--- config.mk ---
export PLATFORM = sky130hd
export DESIGN_NAME = gap_buffer_text_editor_core_flat
export DESIGN_NICKNAME = d
export VERILOG_FILES = /design/src/sv/gbte_pkg.sv /design/src/sv/gbte_cmd_if.sv /design/src/sv/gbte_res_if.sv /design/src/sv/gap_buffer_text_editor_core.sv /design/src/flat_wrapper.sv
export SDC_FILE = /design/constraint.sdc
export NUM_CORES = 1
export LEC_CHECK = 0
export ABC_AREA = 1
export CORE_MARGIN = 2
export CORE_UTILIZATION = 45
export DETAILED_ROUTE_END_ITERATION = 8
export DONT_BUFFER_PORTS = 1
export PLACE_DENSITY = 0.66
export SLEW_MARGIN = 20
export SYNTH_ARGS = -nofsm -noshare
export SYNTH_HDL_FRONTEND = slang
export SYNTH_SLANG_ARGS = --single-unit
--- constraint.sdc ---
create_clock -name clk -period 8 [get_ports clk]
set_clock_uncertainty 0.15 [all_clocks]
set_input_delay 2 -clock clk [delete_from_list [all_inputs] [get_ports clk]]
set_output_delay 2 -clock clk [all_outputs]
set_load 0.005 [all_outputs]
--- src/sv/gbte_pkg.sv ---
// shared types and constants for the gap buffer editor
`default_nettype none
package gbte_pkg;
	localparam int TEXT_CAPACITY = 64;
	localparam logic [7:0] SPACE_CHAR = 8'h20;

	typedef enum logic [3:0] {
		FN_INS = 4'd0, FN_DEL = 4'd1, FN_DELWORD = 4'd2, FN_BACK = 4'd3,
		FN_BACKWORD = 4'd4, FN_FWD = 4'd5, FN_FWDWORD = 4'd6, FN_START = 4'd7,
		FN_END = 4'd8, FN_COPY = 4'd9, FN_PASTE = 4'd10, FN_SHOW = 4'd11
	} func_t;

	localparam logic [1:0] ST_OK = 2'd0;
	localparam logic [1:0] ST_FULL = 2'd1;
	localparam logic [1:0] ST_EMPTY = 2'd2;

	typedef enum logic [2:0] {
		S_IDLE, S_RD, S_WAIT, S_ACT, S_OUT
	} state_t;
endpackage
`default_nettype wire

--- src/sv/gbte_cmd_if.sv ---
// command channel
`default_nettype none
interface gbte_cmd_if;
	logic valid;
	logic ready;
	logic [3:0] func;
	logic [7:0] char_in;
	logic [6:0] copy_count;
	modport source (output valid, func, char_in, copy_count, input ready);
	modport sink (input valid, func, char_in, copy_count, output ready);
endinterface
`default_nettype wire

--- src/sv/gbte_res_if.sv ---
// result channel
`default_nettype none
interface gbte_res_if;
	logic valid;
	logic ready;
	logic [7:0] char_out;
	logic [6:0] cursor_pos;
	logic [6:0] text_length;
	logic [1:0] status;
	logic last;
	modport source (output valid, char_out, cursor_pos, text_length, status, last,
		input ready);
	modport sink (input valid, char_out, cursor_pos, text_length, status, last,
		output ready);
endinterface
`default_nettype wire

--- src/sv/gap_buffer_text_editor_core.sv ---
// gap buffer text editor: two stacks in one memory, a clipboard memory, a sequencer
// insert and delete act at accept; a one-step move reads, waits for the registered memory
// read, then acts; walking commands repeat those steps per character moved, copied or
// pasted, and show gives one result beat per character, every other command one beat;
// one command at a time, as cmd.ready is high only in idle
// reset: cursor, lengths and clipboard length clear; memory contents are not cleared
`default_nettype none
module gap_buffer_text_editor_core #(
	parameter int TEXT_CAPACITY = gbte_pkg::TEXT_CAPACITY
) (
	input wire logic clk,
	input wire logic arst_n,
	gbte_cmd_if.sink cmd,
	gbte_res_if.source res
);
	localparam int AW = $clog2(TEXT_CAPACITY);
	localparam logic [6:0] CAP = 7'(TEXT_CAPACITY);

	gbte_pkg::state_t state_q, state_d;
	logic [3:0] func_q;
	logic [6:0] count_q;
	logic [6:0] front_q, back_q, clip_len_q, idx_q;
	logic [1:0] status_q;
	logic [7:0] text_mem [TEXT_CAPACITY];
	logic [7:0] clip_mem [TEXT_CAPACITY];
	logic [7:0] trd_q, crd_q;
	logic [AW-1:0] raddr, caddr;
	logic [7:0] cout_q;
	logic last_q;

	logic [6:0] total;
	assign total = front_q + back_q;
	logic full;
	assign full = total >= CAP;

	logic cmd_fire;
	assign cmd_fire = cmd.valid && cmd.ready;
	assign cmd.ready = (state_q == gbte_pkg::S_IDLE);

	// read address per command step
	always_comb begin
		raddr = '0;
		unique case (func_q)
			gbte_pkg::FN_DELWORD, gbte_pkg::FN_BACKWORD, gbte_pkg::FN_START,
			gbte_pkg::FN_BACK:
				raddr = AW'(front_q - 7'd1);
			gbte_pkg::FN_FWDWORD, gbte_pkg::FN_END, gbte_pkg::FN_FWD:
				raddr = AW'(CAP - back_q);
			gbte_pkg::FN_COPY: raddr = AW'(CAP - back_q + idx_q);
			gbte_pkg::FN_SHOW: raddr = (idx_q < front_q) ? AW'(idx_q)
				: AW'(CAP - total + idx_q);
			default: raddr = '0;
		endcase
		caddr = AW'(idx_q);
	end

	// does this command walk another step
	logic more;
	always_comb begin
		more = 1'b0;
		unique case (func_q)
			gbte_pkg::FN_DELWORD, gbte_pkg::FN_BACKWORD, gbte_pkg::FN_START,
			gbte_pkg::FN_BACK:
				more = front_q != 7'd0;
			gbte_pkg::FN_FWDWORD, gbte_pkg::FN_END, gbte_pkg::FN_FWD:
				more = back_q != 7'd0;
			gbte_pkg::FN_COPY: more = idx_q < count_q;
			gbte_pkg::FN_PASTE: more = idx_q < clip_len_q;
			gbte_pkg::FN_SHOW: more = idx_q < total;
			default: more = 1'b0;
		endcase
	end

	logic stop_space;
	assign stop_space = (func_q == gbte_pkg::FN_DELWORD || func_q == gbte_pkg::FN_BACKWORD
		|| func_q == gbte_pkg::FN_FWDWORD) && trd_q == gbte_pkg::SPACE_CHAR;

	always_comb begin
		state_d = state_q;
		unique case (state_q)
			gbte_pkg::S_IDLE: if (cmd_fire) state_d = gbte_pkg::S_RD;
			gbte_pkg::S_RD: state_d = more ? gbte_pkg::S_WAIT : gbte_pkg::S_OUT;
			gbte_pkg::S_WAIT: state_d = gbte_pkg::S_ACT;
			gbte_pkg::S_ACT: begin
				if (func_q == gbte_pkg::FN_SHOW) state_d = gbte_pkg::S_OUT;
				else if (func_q == gbte_pkg::FN_BACK || func_q == gbte_pkg::FN_FWD)
					state_d = gbte_pkg::S_OUT;
				else if (stop_space) state_d = gbte_pkg::S_OUT;
				else if (func_q == gbte_pkg::FN_PASTE && full) state_d = gbte_pkg::S_OUT;
				else state_d = gbte_pkg::S_RD;
			end
			gbte_pkg::S_OUT: if (res.ready) begin
				if (func_q == gbte_pkg::FN_SHOW && !last_q) state_d = gbte_pkg::S_RD;
				else state_d = gbte_pkg::S_IDLE;
			end
			default: state_d = gbte_pkg::S_IDLE;
		endcase
	end

	always_ff @(posedge clk or negedge arst_n) begin
		if (!arst_n) state_q <= gbte_pkg::S_IDLE;
		else state_q <= state_d;
	end

	// memories
	always_ff @(posedge clk) begin
		trd_q <= text_mem[raddr];
		crd_q <= clip_mem[caddr];
		if (state_q == gbte_pkg::S_IDLE && cmd_fire && cmd.func == gbte_pkg::FN_INS
			&& !full)
			text_mem[AW'(front_q)] <= cmd.char_in;
		if (state_q == gbte_pkg::S_ACT) begin
			unique case (func_q)
				gbte_pkg::FN_BACKWORD, gbte_pkg::FN_START, gbte_pkg::FN_BACK:
					if (!stop_space) text_mem[AW'(CAP - 7'd1 - back_q)] <= trd_q;
				gbte_pkg::FN_FWDWORD, gbte_pkg::FN_END, gbte_pkg::FN_FWD:
					if (!stop_space) text_mem[AW'(front_q)] <= trd_q;
				gbte_pkg::FN_PASTE: if (!full) text_mem[AW'(front_q)] <= crd_q;
				gbte_pkg::FN_COPY: clip_mem[AW'(idx_q)] <= trd_q;
				default: ;
			endcase
		end
	end

	always_ff @(posedge clk or negedge arst_n) begin
		if (!arst_n) begin
			front_q <= '0; back_q <= '0; clip_len_q <= '0; idx_q <= '0;
			status_q <= gbte_pkg::ST_OK; func_q <= '0; count_q <= '0;
			cout_q <= '0; last_q <= 1'b0;
		end else begin
			unique case (state_q)
				gbte_pkg::S_IDLE: if (cmd_fire) begin
					func_q <= cmd.func; idx_q <= '0;
					count_q <= (cmd.copy_count > back_q) ? back_q : cmd.copy_count;
					status_q <= gbte_pkg::ST_OK; cout_q <= '0; last_q <= 1'b1;
					unique case (cmd.func)
						gbte_pkg::FN_INS: if (full) status_q <= gbte_pkg::ST_FULL;
							else front_q <= front_q + 7'd1;
						gbte_pkg::FN_DEL: if (front_q != 7'd0) front_q <= front_q - 7'd1;
						gbte_pkg::FN_SHOW:
							if (total == 7'd0) status_q <= gbte_pkg::ST_EMPTY;
						default: ;
					endcase
				end
				gbte_pkg::S_RD: if (!more && func_q == gbte_pkg::FN_COPY)
					clip_len_q <= count_q;
				gbte_pkg::S_ACT: begin
					unique case (func_q)
						gbte_pkg::FN_DELWORD: if (!stop_space) front_q <= front_q - 7'd1;
						gbte_pkg::FN_BACKWORD, gbte_pkg::FN_START, gbte_pkg::FN_BACK:
							if (!stop_space) begin
								front_q <= front_q - 7'd1; back_q <= back_q + 7'd1;
							end
						gbte_pkg::FN_FWDWORD, gbte_pkg::FN_END, gbte_pkg::FN_FWD:
							if (!stop_space) begin
								front_q <= front_q + 7'd1; back_q <= back_q - 7'd1;
							end
						gbte_pkg::FN_COPY: idx_q <= idx_q + 7'd1;
						gbte_pkg::FN_PASTE: if (full) status_q <= gbte_pkg::ST_FULL;
							else begin
								front_q <= front_q + 7'd1; idx_q <= idx_q + 7'd1;
							end
						gbte_pkg::FN_SHOW: begin
							cout_q <= trd_q; last_q <= (idx_q + 7'd1) == total;
							idx_q <= idx_q + 7'd1;
						end
						default: ;
					endcase
				end
				default: ;
			endcase
		end
	end

	assign res.valid = state_q == gbte_pkg::S_OUT;
	assign res.char_out = cout_q;
	assign res.cursor_pos = front_q;
	assign res.text_length = total;
	assign res.status = status_q;
	assign res.last = last_q;
endmodule
`default_nettype wire

--- src/flat_wrapper.sv ---
// flat-port wrapper written by rule: the top's interface ports become plain ports
module gap_buffer_text_editor_core_flat 
#(
	parameter int TEXT_CAPACITY = gbte_pkg::TEXT_CAPACITY
)
  (clk, arst_n, cmd_valid, cmd_func, cmd_char_in, cmd_copy_count, cmd_ready, res_valid, res_char_out, res_cursor_pos, res_text_length, res_status, res_last, res_ready);
  gbte_cmd_if cmd_i ();
  gbte_res_if res_i ();
  input wire logic clk;
  input wire logic arst_n;
  input wire logic [$bits(cmd_i.valid)-1:0] cmd_valid;
  input wire logic [$bits(cmd_i.func)-1:0] cmd_func;
  input wire logic [$bits(cmd_i.char_in)-1:0] cmd_char_in;
  input wire logic [$bits(cmd_i.copy_count)-1:0] cmd_copy_count;
  output wire logic [$bits(cmd_i.ready)-1:0] cmd_ready;
  output wire logic [$bits(res_i.valid)-1:0] res_valid;
  output wire logic [$bits(res_i.char_out)-1:0] res_char_out;
  output wire logic [$bits(res_i.cursor_pos)-1:0] res_cursor_pos;
  output wire logic [$bits(res_i.text_length)-1:0] res_text_length;
  output wire logic [$bits(res_i.status)-1:0] res_status;
  output wire logic [$bits(res_i.last)-1:0] res_last;
  input wire logic [$bits(res_i.ready)-1:0] res_ready;
  assign cmd_i.valid = cmd_valid;
  assign cmd_i.func = cmd_func;
  assign cmd_i.char_in = cmd_char_in;
  assign cmd_i.copy_count = cmd_copy_count;
  assign cmd_ready = cmd_i.ready;
  assign res_valid = res_i.valid;
  assign res_char_out = res_i.char_out;
  assign res_cursor_pos = res_i.cursor_pos;
  assign res_text_length = res_i.text_length;
  assign res_status = res_i.status;
  assign res_last = res_i.last;
  assign res_i.ready = res_ready;
  gap_buffer_text_editor_core #(.TEXT_CAPACITY(TEXT_CAPACITY)) u_core (.clk(clk), .arst_n(arst_n), .cmd(cmd_i), .res(res_i));
endmodule
==> Word-level counts from Yosys, hierarchy flattened <==
Memories as Yosys holds them, arrays and structs flattened. A register that Yosys moved wholly into a read port is not among the register bits.
Index checks and enable logic that the tools add are counted.
{ "classes": {"add_sub_neg": 11, "order_cmp": 6, "eq_ne": 32, "mux": 62, "bitwise_logic": 2, "reduce_logical": 34} }
{ "ops": {"columns": ["op", "n"], "rows": [
  ["$mux 7", 10],
  ["$pmux 7 s2", 5],
  ["$mux 8", 5],
  ["$lt 7x7->1", 4],
  ["$pmux 6 s4", 1],
  ["$add 7x1->7 const B", 3],
  ["$mux 1", 21],
  ["$mux 3", 7],
  ["$pmux 7 s3", 1],
  ["$eq 4x4->1 const B", 5],
  ["$eq 4x3->1 const B", 4],
  ["$pmux 8 s2", 1],
  ["$ne 3x3->1 const B", 5],
  ["$pmux 3 s5", 1],
  ["$reduce_bool 7->1", 2],
  ["$sub 7x1->7 const B", 2],
  ["$add 6x6->6", 2],
  ["$mux 6", 2],
  ["$reduce_and 4->1", 3],
  ["$sub 1x6->6 const A", 2],
  ["$eq 4x2->1 const B", 2],
  ["$eq 8x6->1 const B", 1],
  ["$logic_and 1x1->1", 8],
  ["$mux 2", 4],
  ["other kinds (30)", 46]
]} }
{ "word_totals": {"regBits": 53, "mem_bits_rw": 1024, "input_bits": 23, "out_inout_bits": 27, "word_cells": 159, "memories": 2} }
{ "memory_table": {"columns": ["name", "depth", "width", "read_ports", "rd_ports_with_merged_regs", "wr", "line_no", "rtl"], "rows": [
  ["u_core.clip_mem", 64, 8, 1, 1, 1, "gap_buffer_text_editor_core.sv:25", "logic [7:0] clip_mem [TEXT_CAPACITY];"],
  ["u_core.text_mem", 64, 8, 1, 1, 1, "gap_buffer_text_editor_core.sv:24", "logic [7:0] text_mem [TEXT_CAPACITY];"]
]} }

==> Depth between registers and ports, before layout <==
{ "depth": {"ltp_word": 11, "depth_mapped": 21, "depth_no_buf": 19} }

==> Worst setup path before layout <==
No wires, ideal clock.
{ "synth_path": {"kind": "register -> register", "start": "register u_core.back_q[0]", "end": "memory u_core.text_mem[0][0] (data pin)", "setup_time_ps": 565, "arrival_time_ps": 4086, "required_ps": 7285, "slack_ps": 3199, "path_stages_with_launch": 14, "path_cell_list": "dfrtp_1 > ha_1 > fa_1 > nand3_1 > nand3_1 > nand2_1 > nand2_1 > a21oi_1 > or2_1 > nand2_2 > nand2_1 > clkbuf_1 > o21ai_0 > a22oi_1"} }
{ "synth_via": {"elab_chain_len": 8} }
{ "synth_rtl": {"columns": ["item", "line_no", "rtl"], "rows": [
  ["start: declaration", "gap_buffer_text_editor_core.sv:22", "logic [6:0] front_q, back_q, clip_len_q, idx_q;"],
  ["start signal: assignment", "gap_buffer_text_editor_core.sv:152", "front_q <= front_q - 7'd1; back_q <= back_q + 7'd1;"],
  ["start signal: assignment", "gap_buffer_text_editor_core.sv:156", "front_q <= front_q + 7'd1; back_q <= back_q - 7'd1;"],
  ["$add 7x7->7", "gap_buffer_text_editor_core.sv:32", "assign total = front_q + back_q;"],
  ["$ge 7x7->1", "gap_buffer_text_editor_core.sv:34", "assign full = total >= CAP;"],
  ["$mux 1", "gap_buffer_text_editor_core.sv:118", "gbte_pkg::FN_PASTE: if (!full) text_mem[AW'(front_q)] <= crd_q;"],
  ["$mux 1", "gap_buffer_text_editor_core.sv:113", "unique case (func_q)"],
  ["$mux 1", "gap_buffer_text_editor_core.sv:112", "if (state_q == gbte_pkg::S_ACT) begin"],
  ["$mux 1 (implied by the code)", "gap_buffer_text_editor_core.sv:118", null],
  ["$mux 8 (no line) (2 in a row)", null, null],
  ["end: declaration", "gap_buffer_text_editor_core.sv:24", null]
]} }
No other way between the ends.

==> Final worst setup path <==
{ "layout_path": {"start": "register u_core.front_q[4] (netlist: u_core.res.cursor_pos[4])", "end": "register u_core.trd_q[1] (read register of u_core.text_mem)"} }
{ "layout_via": {"elab_chain_len": 5, "elab_cells_between_ends": 7, "cone_classes": "add/sub: 4; order compare: 1; mux: 2"} }
{ "layout_rtl": {"columns": ["item", "line_no", "rtl"], "rows": [
  ["start: declaration", "gap_buffer_text_editor_core.sv:22", null],
  ["start signal: assignment", "gap_buffer_text_editor_core.sv:138", "else front_q <= front_q + 7'd1;"],
  ["start signal: assignment", "gap_buffer_text_editor_core.sv:139", "gbte_pkg::FN_DEL: if (front_q != 7'd0) front_q <= front_q - 7'd1;"],
  ["start signal: assignment", "gap_buffer_text_editor_core.sv:149", "gbte_pkg::FN_DELWORD: if (!stop_space) front_q <= front_q - 7'd1;"],
  ["$add 7x7->7", "gap_buffer_text_editor_core.sv:32", null],
  ["$sub 1x6->6", "gap_buffer_text_editor_core.sv:51", ": AW'(CAP - total + idx_q);"],
  ["$add 6x6->6", "gap_buffer_text_editor_core.sv:51", null],
  ["$mux 6", "gap_buffer_text_editor_core.sv:50", "gbte_pkg::FN_SHOW: raddr = (idx_q < front_q) ? AW'(idx_q)"],
  ["$pmux 6 s4 (*)", "gap_buffer_text_editor_core.sv:43", "unique case (func_q)"],
  ["end: declaration", "gap_buffer_text_editor_core.sv:26", "logic [7:0] trd_q, crd_q;"]
]} }
Mark *: on every way between the ends. The rest lies on a longest branch, timed or not.
A chain may end at the register's enable or synchronous reset.

==> implementation parameters <==
Parameter                              Value

Layout
  Layout filler cell count ... 9,137
  Share of layout cells above drive strength 1 ... 7.023%
  Core occupancy in the finished layout ... 49.92%
  Area delta synth->final ... 10.44%
  Reg area ... 32,410 µm²
  Final antenna diode count ... 0
  Nets ... 4,109
  Area of combinational cells with multiple inputs ... 12,220 µm²

Power
  Power density over the cells ... 391.1 nW/µm²
  Lkg Pwr ... 0.01919 µW
  Max rail drop VDD ... 0.3789 mV
  Final Power ... 20,460 µW

STA
  Final total negative setup slack ... 0 ns
  Setup repair after global routing missed its margin ... false
  Rel. slew slack ... 31.04%
  Least-Margin Pin Slew ... 1.034 ns
  Number of endpoints with negative hold slack in the final report ... 0
  Setup Viol. Count Final ... 0
  Min cycle time layout ... 5.393 ns
  Pins Over Slew Limit ... 0
  Portion of the clock cycle consumed by the worst path in the final layout ... 67.41%
  Fmax ... 185.4 MHz

CTS
  PostCTS Resize Cnt ... 0
  Bufs on Longest Clock Path ... 3
  Clock tree from TritonCTS ... built
  H-tree level count ... 3
  Clock insertion delay at the later pin of the skew report ... 0.75 ns
  Clock root buffer ... clkbuf_16
  CTS sink count ... 1,093
  Post-CTS setup repair buffer count ... 0
  Hold-fix buffer count after cts ... 0
  Number of buffers created by CTS ... 110
  Clock transition time at the flip-flop clock pins of the worst setup and hold paths ... 0.07 ns

Flow run
  MaxCap Viol Count ... 0

Logic synthesis
  Sequential element share of the synthesized area ... 68.38%
  Number of library cell types mapped by synthesis ... 51
  Average instance area after synthesis ... 11.67 µm²
  Predominant post-synthesis flop cell ... edfxtp_1
  Syn Inst Count ... 4,061
  Count of flip-flops with a built-in enable after synthesis ... 1,024
  Ys Warns ... 0
  Async set or reset register ratio after synthesis ... 4.849%
  Mapped Nets ... 4,138
  Top cell types by occurrence after synthesis ... edfxtp_1, nand2_1, nand3_1, inv_1, nor2_1
  Post-synth top area cell ... edfxtp_1
  Portion of synthesized cell area occupied by the leading cell type ... 64.90%
  Cells taking the most area after synthesis ... edfxtp_1, nand3_1, nand2_1
  Most frequent cell after synthesis ... edfxtp_1
  Count of state elements after synthesis ... 1,093
  Synthesized area ... 47,380 µm²

Worst setup path
  Critical path required time ... 8.44 ns
  Setup crit end kind ... register
  Setup crit start kind ... register
  Peak fanout along the critical path ... 108
  Worst Path Arrival ... 5.84 ns
  Critical path class ... register to register

Floorplan
  Total core area ... 104,800 µm²
  Standard-cell row count ... 119
  Full die area ... 107,900 µm²
  Number of top-level pins ... 50
  DIE WIDTH ... 328.5 µm
  Die extent in y ... 328.5 µm
  Initial Utilization ... 45.20%

Route
  Number of detailed-routing iterations run before antenna repair ... 8
  Drt via density ... 5.608
  Remaining antenna violation count after routing ... 0
  Via count ... 30,960
  Final Routed Wirelength ... 125.7 mm
  Wirelength per Cell ... 22.78 µm
  Drt first-iter violations ... 3,756
  Remaining DRCs ... 0

Place
  Placed wire-length estimate after detailed placement ... 75.36 mm
  IO Port Bufs ... 0
  Routability congestion estimate from global placement ... 0.8768

Outcome
  Run status ... completed

Global route
  Pin count of the biggest net entering global routing ... 153
  Global-route wire length before repair ... 188.8 mm
  Vias in the first global route ... 29,780
  Initial antenna violation count ... 2
  Congestion Overflow GR ... 0
  Total Routing Usage GR ... 23.19%

Min path
  Hold WC Path Type ... register to register
[sequential cells by signal, summed over array words and instances (netlist names)]
signal and flops:
u_core.res.status 2, u_core.crd_q 8, u_core.clip_mem 512, u_core.back_q 7, u_core.trd_q 8, u_core.state_q 3, u_core.res.cursor_pos 7, u_core.text_mem 512
u_core.idx_q 7, u_core.count_q 7, u_core.res.char_out 8, u_core.func_q 4, u_core.clip_len_q 7, u_core.res.last 1
[area by class of cell]
| type | count | share of cell area, % |
|---|---|---|
| flip-flops and latches | 1093 | 61.93 |
| multi-input cells | 2269 | 23.35 |
| clock buffers | 142 | 5.566 |
| inverters | 505 | 3.632 |
| well taps | 1391 | 3.326 |
| clock inverters | 67 | 1.416 |
| repair buffers | 53 | 0.7843 |
[where the power goes]
part	leakage (µW)	switching [µW]	internal [µW]	total, µW
registers	0.0100	201	6900	7110
clock network	0.00177	2220	2950	5170
logic	0.00738	5990	2200	8190
total	0.0192	8410	12100	20500
[metrics by stage]
stage | std cells | setup WS [ns] | hold slack, ns | cell area [µm²]
3_3_place_gp | 5311 | 2.780 | 0.3193 | 48670
3_5_place_dp | 5311 | 2.700 | 0.3248 | 48670
6_report | 5520 | 2.607 | 0.3408 | 52330
4_1_cts | 5520 | 2.643 | 0.3408 | 52330
2_1_floorplan | 4061 | 3.199 | 0.3030 | 47380
5_1_grt | 5520 | 2.281 | 0.3555 | 52330
[placed cells by master (no fill, tap or decap), drive strengths merged, types with 11 or more instances in the layout]
cell,Yosys,layout
a221oi,57,57
a22oi,72,72
nand3b,185,185
buf,131,53
nor3,13,13
a21oi,41,41
xor2,23,23
dfxtp,16,16
or2,12,12
nor2,195,195
bufinv,0,11
nand3,596,596
ha,50,50
inv,501,507
nand4,96,96
clkinv,4,52
edfxtp,1024,1024
nand2,756,756
o21ai,95,95
o22ai,16,16
a22o,20,20
dfrtp,53,53
clkbuf,63,142
[cells by family after synthesis]
logic type | synth area share, %
adders and majority gates | 1.489
AOI/OAI and AO/OA | 4.727
DFF | 68.38
and+or+nand+nor | 18.84
xor gates and xnor gates | 0.5361
buffers and inverters | 6.034
[layer usage]
layer / global-route usage, % / routed length, µm / vias to the layer above
met2: 36.08 / 57430 / 1391
met1: 33.18 / 53950 / 15060
li1: - / - / 14260
met5: 0 / 0 / -
met3: 4.016 / 10610 / 241
met4: 7.534 / 3750 / 0
[critical path: stages, from the launching register on]
cell and delay (ns):
dfrtp_1 0.60, inv_1 0.22, ha_1 0.35, nand2_1 0.07, nand2_1 0.04, a21oi_1 0.33
nand2_2 0.22, nand2_1 0.15, nand3_4 0.41, nand2_8 0.76, buf_4 0.81, nand2_1 0.13
nand3_1 0.12, nand3_1 0.12, nand3_1 0.17, nand3_1 0.15, nand3_1 0.25, nand2_1 0.08
[worst paths after layout]
| kind | end | depth (start not counted) | slack [ns] | from |
|---|---|---|---|---|
| max in group asynchronous | u_core.clip_len_q[2] | 0 | 6.73 | arst_n |
| hold reg to reg | u_core.clip_len_q[4] | 2 | 0.34 | u_core.clip_len_q[4] |
| hold / removal | u_core.clip_len_q[4] | 2 | 0.34 | u_core.clip_len_q[4] |
| setup / recovery | u_core.trd_q[1] | 17 | 2.61 | u_core.res.cursor_pos[4] |
| setup reg to reg | u_core.trd_q[1] | 17 | 2.61 | u_core.res.cursor_pos[4] |
| min in group asynchronous | u_core.res.status[0] | 0 | 0.80 | arst_n |
Power figures use the tool's default switching activity.
